<file path="src/sacr_pkg.sv">
package sacr_pkg;

	// Defaults for the top level parameters.
	localparam int DEF_WAYS         = 8;
	localparam int DEF_MAX_SET_BITS = 8;
	localparam int DEF_ADDR_BITS    = 32;

	// Fixed port widths.
	localparam int ADDR_W     = 32;
	localparam int WAY_OUT_W  = 3;
	localparam int COUNT_W    = 32;
	localparam int CFG_IDX_W  = 2;
	localparam int CFG_DATA_W = 5;

	// Age ranks saturate instead of wrapping.
	localparam int              RANK_W   = 4;
	localparam logic [RANK_W-1:0] RANK_MAX = 4'd15;

	// Random source.
	localparam int               LFSR_W    = 16;
	localparam logic [LFSR_W-1:0] LFSR_SEED = 16'hACE1;

	// Configuration register indexes.
	localparam logic [CFG_IDX_W-1:0] CFG_SET_BITS   = 2'd0;
	localparam logic [CFG_IDX_W-1:0] CFG_BLOCK_BITS = 2'd1;
	localparam logic [CFG_IDX_W-1:0] CFG_POLICY     = 2'd2;

	// Replacement policy codes.
	localparam logic [2:0] POL_LRU  = 3'd0;
	localparam logic [2:0] POL_RAND = 3'd1;
	localparam logic [2:0] POL_FIFO = 3'd2;
	localparam logic [2:0] POL_MRU  = 3'd3;
	localparam logic [2:0] POL_NMRU = 3'd4;

	typedef enum logic [1:0] {
		OUT_HIT   = 2'd0,
		OUT_COLD  = 2'd1,
		OUT_EVICT = 2'd2
	} outcome_t;

	// Status of one lookup, handed from the policy logic to the top level.
	typedef struct packed {
		logic     hit;
		logic     evict;
		logic     lfsr_step;
		outcome_t outcome;
	} lookup_res_t;

	// One step of the Fibonacci LFSR, taps 16, 14, 13 and 11.
	function automatic logic [LFSR_W-1:0] lfsr_next(input logic [LFSR_W-1:0] s);
		logic fb;
		fb = s[0] ^ s[2] ^ s[3] ^ s[5];
		return {fb, s[LFSR_W-1:1]};
	endfunction

endpackage

</file>
<file path="src/sacr_policy.sv">
module sacr_policy
	import sacr_pkg::*;
#(
	parameter int WAYS  = DEF_WAYS,
	parameter int TAG_W = DEF_ADDR_BITS
) (
	input  logic [2:0]                      policy,
	input  logic [TAG_W-1:0]                tag,
	input  logic [WAYS-1:0]                 valid,
	input  logic [WAYS-1:0][TAG_W-1:0]      tags,
	input  logic [WAYS-1:0][RANK_W-1:0]     ranks,
	input  logic [((WAYS > 1) ? $clog2(WAYS) : 1)-1:0] recent,
	input  logic [((WAYS > 1) ? $clog2(WAYS) : 1)-1:0] pick,
	output logic [((WAYS > 1) ? $clog2(WAYS) : 1)-1:0] way,
	output logic [WAYS-1:0]                 valid_nx,
	output logic [WAYS-1:0][TAG_W-1:0]      tags_nx,
	output logic [WAYS-1:0][RANK_W-1:0]     ranks_nx,
	output logic [((WAYS > 1) ? $clog2(WAYS) : 1)-1:0] recent_nx,
	output lookup_res_t                     res
);

	localparam int WAY_W = (WAYS > 1) ? $clog2(WAYS) : 1;
	localparam logic [WAY_W-1:0] LAST_WAY = WAY_W'(WAYS - 1);

	logic [2:0]        pol;
	logic              is_lru, is_fifo, is_mru, is_rand;
	logic              hit;
	logic [WAY_W-1:0]  hit_way;
	logic              any_inv;
	logic [WAY_W-1:0]  inv_way;
	logic [WAY_W-1:0]  old_way;
	logic [RANK_W-1:0] top_rank;
	logic              zero_found;
	logic [WAY_W-1:0]  nmru_way;
	logic [WAY_W-1:0]  miss_way;
	logic [RANK_W-1:0] old_rank;

	// Codes beyond the defined set fall back to LRU.
	always_comb begin
		pol = (policy > POL_NMRU) ? POL_LRU : policy;
		is_lru  = (pol == POL_LRU);
		is_fifo = (pol == POL_FIFO);
		is_mru  = (pol == POL_MRU) || (pol == POL_NMRU);
		is_rand = (pol == POL_RAND) || (pol == POL_NMRU);
	end

	// Lowest matching way wins, as does the lowest invalid way.
	always_comb begin
		hit     = 1'b0;
		hit_way = '0;
		any_inv = 1'b0;
		inv_way = '0;
		for (int i = WAYS - 1; i >= 0; i--) begin
			if (valid[i] && (tags[i] == tag)) begin
				hit     = 1'b1;
				hit_way = WAY_W'(i);
			end
			if (!valid[i]) begin
				any_inv = 1'b1;
				inv_way = WAY_W'(i);
			end
		end
	end

	// Oldest way: the first unranked way, else the first way of highest rank.
	always_comb begin
		old_way    = '0;
		top_rank   = '0;
		zero_found = 1'b0;
		for (int i = 0; i < WAYS; i++) begin
			if (!zero_found) begin
				if (ranks[i] == '0) begin
					old_way    = WAY_W'(i);
					zero_found = 1'b1;
				end else if (ranks[i] > top_rank) begin
					top_rank = ranks[i];
					old_way  = WAY_W'(i);
				end
			end
		end
	end

	always_comb begin
		nmru_way = pick;
		if ((pol == POL_NMRU) && (pick == recent)) begin
			nmru_way = (pick == LAST_WAY) ? '0 : pick + WAY_W'(1);
		end
		if (is_lru || is_fifo) begin
			miss_way = old_way;
		end else if (WAYS == 1) begin
			miss_way = '0;
		end else if (any_inv) begin
			miss_way = inv_way;
		end else if (pol == POL_MRU) begin
			miss_way = recent;
		end else begin
			miss_way = nmru_way;
		end
		way = hit ? hit_way : miss_way;
	end

	always_comb begin
		old_rank = ranks[way];
		ranks_nx = ranks;
		for (int i = 0; i < WAYS; i++) begin
			if (is_lru || (is_fifo && !hit)) begin
				if (way == WAY_W'(i)) begin
					ranks_nx[i] = RANK_W'(1);
				end else if ((ranks[i] != '0) &&
				             (is_fifo || (old_rank == '0) || (ranks[i] < old_rank))) begin
					ranks_nx[i] = (ranks[i] == RANK_MAX) ? RANK_MAX : ranks[i] + RANK_W'(1);
				end
			end
		end
	end

	always_comb begin
		valid_nx  = valid;
		tags_nx   = tags;
		recent_nx = is_mru ? way : recent;
		if (!hit) begin
			valid_nx[way] = 1'b1;
			tags_nx[way]  = tag;
		end
		res.hit       = hit;
		res.evict     = !hit && valid[way];
		res.lfsr_step = !hit && is_rand && (WAYS > 1) && !any_inv;
		if (hit) begin
			res.outcome = OUT_HIT;
		end else if (valid[way]) begin
			res.outcome = OUT_EVICT;
		end else begin
			res.outcome = OUT_COLD;
		end
	end

endmodule

</file>
<file path="config.mk">
export PLATFORM = sky130hd
export DESIGN_NAME = sacr_policy
export DESIGN_NICKNAME = d
export VERILOG_FILES = /design/src/sacr_pkg.sv /design/src/sacr_policy.sv
export SDC_FILE = /design/constraint.sdc
export NUM_CORES = 1
export LEC_CHECK = 0
export BUFFER_PORTS_ARGS = -buffer_cell sky130_fd_sc_hd__buf_4
export CAP_MARGIN = 20
export CORE_AREA = 2 2 250 252
export DETAILED_ROUTE_END_ITERATION = 10
export DIE_AREA = 0 0 252 254
export PLACE_DENSITY = 0.52
export SETUP_SLACK_MARGIN = 0.5
export SLEW_MARGIN = 20
export SYNTH_ARGS = -nofsm -noshare
export SYNTH_HDL_FRONTEND = slang
export SYNTH_SLANG_ARGS = --single-unit
</file>
<file path="constraint.sdc">
create_clock -name vclk -period 22.6
set_input_delay 3.39 -clock vclk [all_inputs]
set_output_delay 3.39 -clock vclk [all_outputs]
set_load 0.005 [all_outputs]
</file>
Word-level counts from Yosys, hierarchy flattened --
Cells that the tools add are included. Widths: inputs -> output; s select.
Cells by class: div/mod/pow operators 0, reductions and logical operators 56, bitwise gates (word level) 1, multiply operators 0, shifts and indexed selects 0, equal/unequal tests 29, add/sub/neg operators 9, magnitude comparators 19, mux-type cells 139
Operators by type and width (number):
- $bwmux 256 | 1
- $eq 32x32->1 | 8
- $mux 256 | 1
- $mux 4 | 53
- $mux 3 | 42
- $demux 32 s3 | 1
- $logic_not 4->1 | 9
- $mux 1 | 34
- $add 4x1->4 const B | 8
- $eq 4x4->1 const B | 8
- $lt 4x4->1 | 8
- $mux 32 | 1
- $reduce_bool 4->1 | 8
- $gt 4x4->1 | 7
- $logic_and 1x1->1 | 22
- $eq 3x3->1 const B | 6
- $logic_or 1x1->1 | 13
- $bmux 4 s3 | 1
- $eq 3x2->1 const B | 4
- $mux 8 | 1
- $or 8x8->8 | 1
- $eq 3x1->1 const B | 2
- $logic_not 3->1 | 2
- $gt 4x1->1 const B | 1
- other kinds (9) | 11
Word-level totals: bits of input ports 337, memories 0, RAM bits 0, flip-flop bits (word level) 0, output and inout port bits 307, bits in read-only memories 0, latch bits 0

Depth between registers and ports, before layout --
Gate-level depths: netlist of run 1.
word-level depth 42, depth in mapped cells 85, gate-level depth less buffers 81

Least setup slack after synthesis of run 1 --
No wires, ideal clock.
path type in2out, from input port ranks[0] in the netlist's numbering, to output port ranks_nx[3] in the netlist's numbering, cell stages on the path 80, slack 2.105 ns, required time 19.210 ns, path buffers 3, data arrival time 17.105 ns, path through inv_1 -> ha_1 -> or3b_1 -> clkbuf_1 -> nand2_1 -> ha_1 -> nor2b_1 -> o211ai_2 -> a21boi_0 -> nand2_1 -> nor2_1 -> o21ai_0 -> ha_1 -> nand2_1 -> a41oi_1 -> mux2i_1 -> a21oi_1 -> nor2_1 -> [44 not listed] -> o21ai_0 -> nand2_1 -> nor2_1 -> o21ai_0 -> inv_1 -> and2_1 -> buf_4 -> inv_2 -> nor2_2 -> a2bb2oi_1 -> and2_1 -> ha_1 -> nor2_1 -> nor4b_1 -> o41ai_4 -> o211ai_4 -> nand3_1 -> a222oi_1
RTL lines:
- from (decl) | line sacr_policy.sv:11 | input logic [WAYS-1:0][RANK_W-1:0] ranks,
- to (decl) | line sacr_policy.sv:17 | output logic [WAYS-1:0][RANK_W-1:0] ranks_nx,

==> flow_metrics.py, run 1 <==
metrics = {
    "clock_network": {
        "postCtsHoldBufs": 0,
    },
    "grt": {
        "grt_pass1_wl_um": 123700,
        "antenna_found_initial": 29,
        "grt_overflow": 0,
        "grt_use_total_pct": 27.85,
        "grt_max_degree": 34,
        "grt_pass1_vias": 14450,
    },
    "sta": {
        "fin_crit_sh_pct": 93.24,
        "drv_slew": 0,
        "rsz0062_at_grt": "false",
        "whs_ns": 7.098,
        "period_minus_slack_ns": 21.07,
        "hold_viol": 0,
        "fmax_mhz": 47.45,
        "tns_ns": 0,
        "slew_headroom_pct": 37.11,
        "setup_violations": 0,
        "worst_slew_pin_slew_ns": 0.9413,
    },
    "placed_design": {
        "port_buffers": 644,
        "post-place-cells": 2805,
        "place_hpwl_um": 81110,
        "dpl-instance-area_um2": 17020,
        "routabilityCongestion": 0.9571,
    },
    "synth": {
        "yosys.area_share.simple_pct": 19.08,
        "syn_area_um2": 11120,
        "synth.avg_cell_area_um2": 7.834,
        "synth_top_family_by_area": "multiplexers",
        "yosys_warnings": 0,
        "synthCells": 1419,
        "synth_cell_types": 97,
        "synth_xor_area_share_pct": 20.64,
        "synth_fa_ha_area_share_pct": 7.428,
        "yosysSeqAreaShare_pct": 0,
        "syn_nets": 1822,
        "synth_compound_area_share_pct": 18.26,
        "muxShareOfSynthArea_pct": 28.11,
    },
    "critical_path": {
        "cp-end-kind": "output port",
        "arrival_ns": 17.68,
        "crit_path_max_fanout": 8,
        "required_ns": 19.21,
        "start_kind": "input pin",
        "cpMostUsedCell": "ha_1",
        "critPathMaxStageDelay_ns": 0.42,
        "worstSetupPathType": "in2out",
        "cpMaxStageDelayCell": "or4_1",
    },
    "final_layout": {
        "fill_cells": 6808,
        "multi_input_area_um2": 10550,
        "nClkBuffers": 0,
        "seqCellArea_um2": 0,
        "seq_cell_count": 0,
        "layout-drive-gt1-share_pct": 51.81,
        "fin_area_um2": 17210,
        "area_growth_pct": 54.78,
        "finish.utilization_pct": 28.09,
        "fin_cells": 2823,
        "final_nets": 2426,
    },
    "drt": {
        "drtPass1Iterations": 5,
        "antenna_left": 0,
        "wl_per_cell_um": 33.39,
        "wirelength_um": 94250,
        "vias": 14630,
        "viasPerCell": 5.183,
        "drt_iter0_drc": 1129,
        "drc_errors": 0,
    },
    "hold_path": {
        "min_path_cells": 3,
        "hold_class": "in2out",
    },
    "die": {
        "die_h_um": 254,
        "core_area_um2": 61260,
        "num_rows": 91,
        "initial_utilization_pct": 18.15,
        "fp.dieW_um": 252,
        "pin_count": 644,
        "dieArea_um2": 64010,
    },
    "job": {
        "max_cap_viol_count": 0,
    },
    "power": {
        "ir_drop_uv": 71.98,
        "p_per_area_nw_per_um2": 114.3,
        "p_leak_uw": 0.007568,
    },
    "status": {
        "status": "finished, final reports clean",
    },
}
==> through the flow <==
step	power (µW)	setup WS, ns
floorplan	1002	2.105
global placement	1919	0.9347
detailed placement	1930	0.6348
CTS	1937	0.5870
global route	2088	0.4520
finish	1967	1.527
==> path summary, 6_finish.rpt <==
check | start | endpoint
max | ranks[0] | ranks_nx[26]
min | tags[194] | tags_nx[194]
==> cell type report <==
class	instances	share of cell area, %
Antenna cell	12	0.1745
Inverter	43	0.9671
Multi-Input combinational cell	1256	61.32
Tap cell	790	5.745
Timing Repair Buffer	722	31.79
==> per-layer routing <==
metal  part of all wire, %  GRT usage, %  vias to the layer above
met1                    39         32.39                     7308
li1                      -             -                     6458
met2                    49         49.19                      727
met4                   3.9         10.06                       20
met3                   8.2         7.047                      118
met5                  0.14             0                        -
==> cell usage in the layout, fill, tap and decap left out, types with 8 or more instances in the layout <==
cell type,instances
nor3_1,18
a31oi_1,16
nand2_1,78
a211oi_2,8
nor2_1,74
o21ai_0,35
xnor2_1,129
nand2b_1,10
ha_1,66
buf_4,718
nand4_1,45
a21oi_1,47
nor4_1,38
inv_1,40
mux2i_1,15
mux2_1,20
diode_2,12
and3_1,13
mux2_2,242
o211ai_1,8
nand3_1,43
a211oi_1,18
a21o_1,8
xor2_1,133
==> critical path, delay by kind of cell <==
| kind | cells | cell delay [ns] |
|---|---|---|
| fa+ha+maj | 9 | 2.43 |
| compound gates | 35 | 6.64 |
| buf+inv | 8 | 0.91 |
| mux | 2 | 0.46 |
| simple gates | 25 | 3.82 |
==> where the power goes <==
part	switching (µW)	total, µW	internal [µW]	leakage (µW)
Clock	0	0.0000722	0.0000721	0.0000000761
Sequential	0	0	0	0
Combinational	1050	1970	914	0.00757
Total	1050	1970	914	0.00757
==> logic make-up after synthesis <==
logic type / Yosys count
xor+xnor: 262
simple gates: 394
compound gates: 255
mux: 279
buf+inv: 163
fa+ha+maj: 66
==> synth_stat cells, types with 6 or more instances <==
cell / count / share of area [%]
o21ai_0: 37 / 1.7
nand4_1: 45 / 2.5
nor4b_1: 11 / 0.87
ha_1: 66 / 7.4
nor3_1: 18 / 0.81
o41ai_2: 6 / 0.88
inv_1: 41 / 1.4
nand2b_1: 10 / 0.56
a211oi_1: 19 / 1.3
nand3_1: 43 / 1.9
a211o_1: 7 / 0.55
o211ai_2: 8 / 0.90
a31oi_1: 16 / 0.90
nor2b_1: 7 / 0.39
nor4_1: 39 / 2.2
a21o_1: 8 / 0.54
mux2i_1: 16 / 1.4
a22oi_1: 6 / 0.41
xnor2_1: 129 / 10
mux2_2: 242 / 25
a22o_1: 7 / 0.55
a211oi_2: 7 / 0.79
o211ai_1: 8 / 0.54
xor2_1: 133 / 10
nand2_1: 83 / 2.8
a21oi_1: 49 / 2.2
mux2_1: 20 / 2.0
nor2_1: 79 / 2.7
and2_1: 7 / 0.39
and3_1: 13 / 0.73
buf_2: 47 / 2.1
o21a_1: 7 / 0.47
clkbuf_1: 63 / 2.1
==> repair_timing <==
item / 4_1_cts / 5_1_grt
endpoints found under the setup margin: 0 / 295
resized for setup: 0 / 25
setup buffers: 0 / 6
(Power assumes the default switching activity.)
==> inputs of run 2 (changes only) <==
- CORE_AREA: 2 2 250 252 -> 2 2 248 250
- DIE_AREA: 0 0 252 254 -> 0 0 250 252
==> flow_metrics.py, run 2 (synthesis results as in run 1) <==
metrics = {
    "critical_path": {
        "crit_family": "compound AO/OA/AOI/OAI gates",
        "cp-end-kind": "output port",
        "crit_path_max_fanout": 12,
        "arrival_ns": 17.83,
        "required_ns": 19.21,
        "cpMaxStageDelayCell": "or4_1",
        "worstSetupPathType": "in2out",
        "start_kind": "input pin",
        "critPathMaxStageDelay_ns": 0.42,
        "critPathBufInv": 11,
    },
    "sta": {
        "worst_slew_pin_slew_ns": 1.138,
        "drv_slew": 0,
        "whs_ns": 7.091,
        "tns_ns": 0,
        "fin_crit_sh_pct": 93.87,
        "slew_headroom_pct": 23.41,
        "rsz0062_at_grt": "false",
        "fmax_mhz": 47.14,
        "hold_viol": 0,
        "setup_violations": 0,
        "period_minus_slack_ns": 21.22,
    },
    "power": {
        "p_leak_uw": 0.007714,
        "p_per_area_nw_per_um2": 117.7,
        "ir_drop_uv": 63.85,
    },
    "placed_design": {
        "dpl-instance-area_um2": 17270,
        "place_hpwl_um": 82700,
        "post-place-cells": 2827,
        "port_buffers": 644,
        "routabilityCongestion": 0.9999,
    },
    "final_layout": {
        "final_nets": 2452,
        "final_common_cell": "buf_4",
        "seqCellArea_um2": 0,
        "nClkBuffers": 0,
        "area_growth_pct": 56.93,
        "layout-drive-gt1-share_pct": 52.27,
        "fin_cells": 2840,
        "mostFrequentLayoutCells": "buf_4, mux2_2, xor2_1",
        "finish.utilization_pct": 29.01,
        "seq_cell_count": 0,
        "fin_area_um2": 17450,
    },
    "die": {
        "initial_utilization_pct": 18.49,
        "dieArea_um2": 63000,
        "die_h_um": 252,
        "core_area_um2": 60130,
        "num_rows": 90,
        "fp.dieW_um": 250,
        "pin_count": 644,
    },
    "drt": {
        "vias": 14830,
        "drtPass1Iterations": 7,
        "wirelength_um": 95940,
        "drc_errors": 0,
        "viasPerCell": 5.223,
        "wl_per_cell_um": 33.78,
        "antenna_left": 0,
        "drt_iter0_drc": 1203,
    },
    "grt": {
        "grt_use_met1_pct": 34.46,
        "grt_util_met2_pct": 49.65,
        "antenna_found_initial": 23,
        "grt_pass1_wl_um": 126200,
        "top_usage_layer": "met2",
        "use_met3_pct": 8.109,
        "grt_use_total_pct": 28.77,
        "grt_overflow": 0,
        "grt_max_degree": 34,
        "grt_pass1_vias": 14350,
    },
    "hold_path": {
        "hold_class": "in2out",
    },
    "status": {
        "status": "finished, final reports clean",
    },
    "job": {
        "max_cap_viol_count": 0,
    },
}
## run 2: cell types whose count changed in the layout (fill, tap and decap cells not counted), sizes merged
cell / previous run / this run
buf: 722 / 748
diode: 12 / 11
## run 2: power by group
part | switching, µW | internal (µW) | leakage, µW
clock | 0 | 0.0000660 | 0.0000000697
sequential | 0 | 0 | 0
combinational | 1090 | 959 | 0.00771
total | 1090 | 959 | 0.00771
## run 2: cell type report
type | count | area [µm²]
fill | 6607 | 42690
tap | 782 | 978.4
inverter | 43 | 166.4
antenna | 11 | 27.53
timing repair buffer | 748 | 5703
multi-input combinational | 1256 | 10570
## run 2: through the flow
stage | setup slack, ns | power [µW]
global placement | 1.110 | 1982
CTS | 0.8002 | 1999
detailed placement | 0.8974 | 1990
global route | 0.4387 | 2159
floorplan | 2.105 | 1002
finish | 1.385 | 2053
## run 2: timing repair
item | 4_1_cts | 5_1_grt
gates resized for setup | 0 | 24
setup buffers | 0 | 2
hold buffers | 0 | 0
endpoints found under the setup margin | 0 | 81
## run 2: layer usage
layer  wire (µm)  share of wire, %  up-vias
met4        3634               3.8       20
met1       38110                40     7381
met3        8367               8.7      123
met2       45700                48      798
li1            -                 -     6510
met5         128              0.13        -
## run 2: worst paths after layout
kind / start / endpoint / slack, ns / cells past startpoint
hold / removal: tags[188] / tags_nx[188] / 7.09 / 3
setup / recovery: ranks[1] / ranks_nx[28] / 1.38 / 76
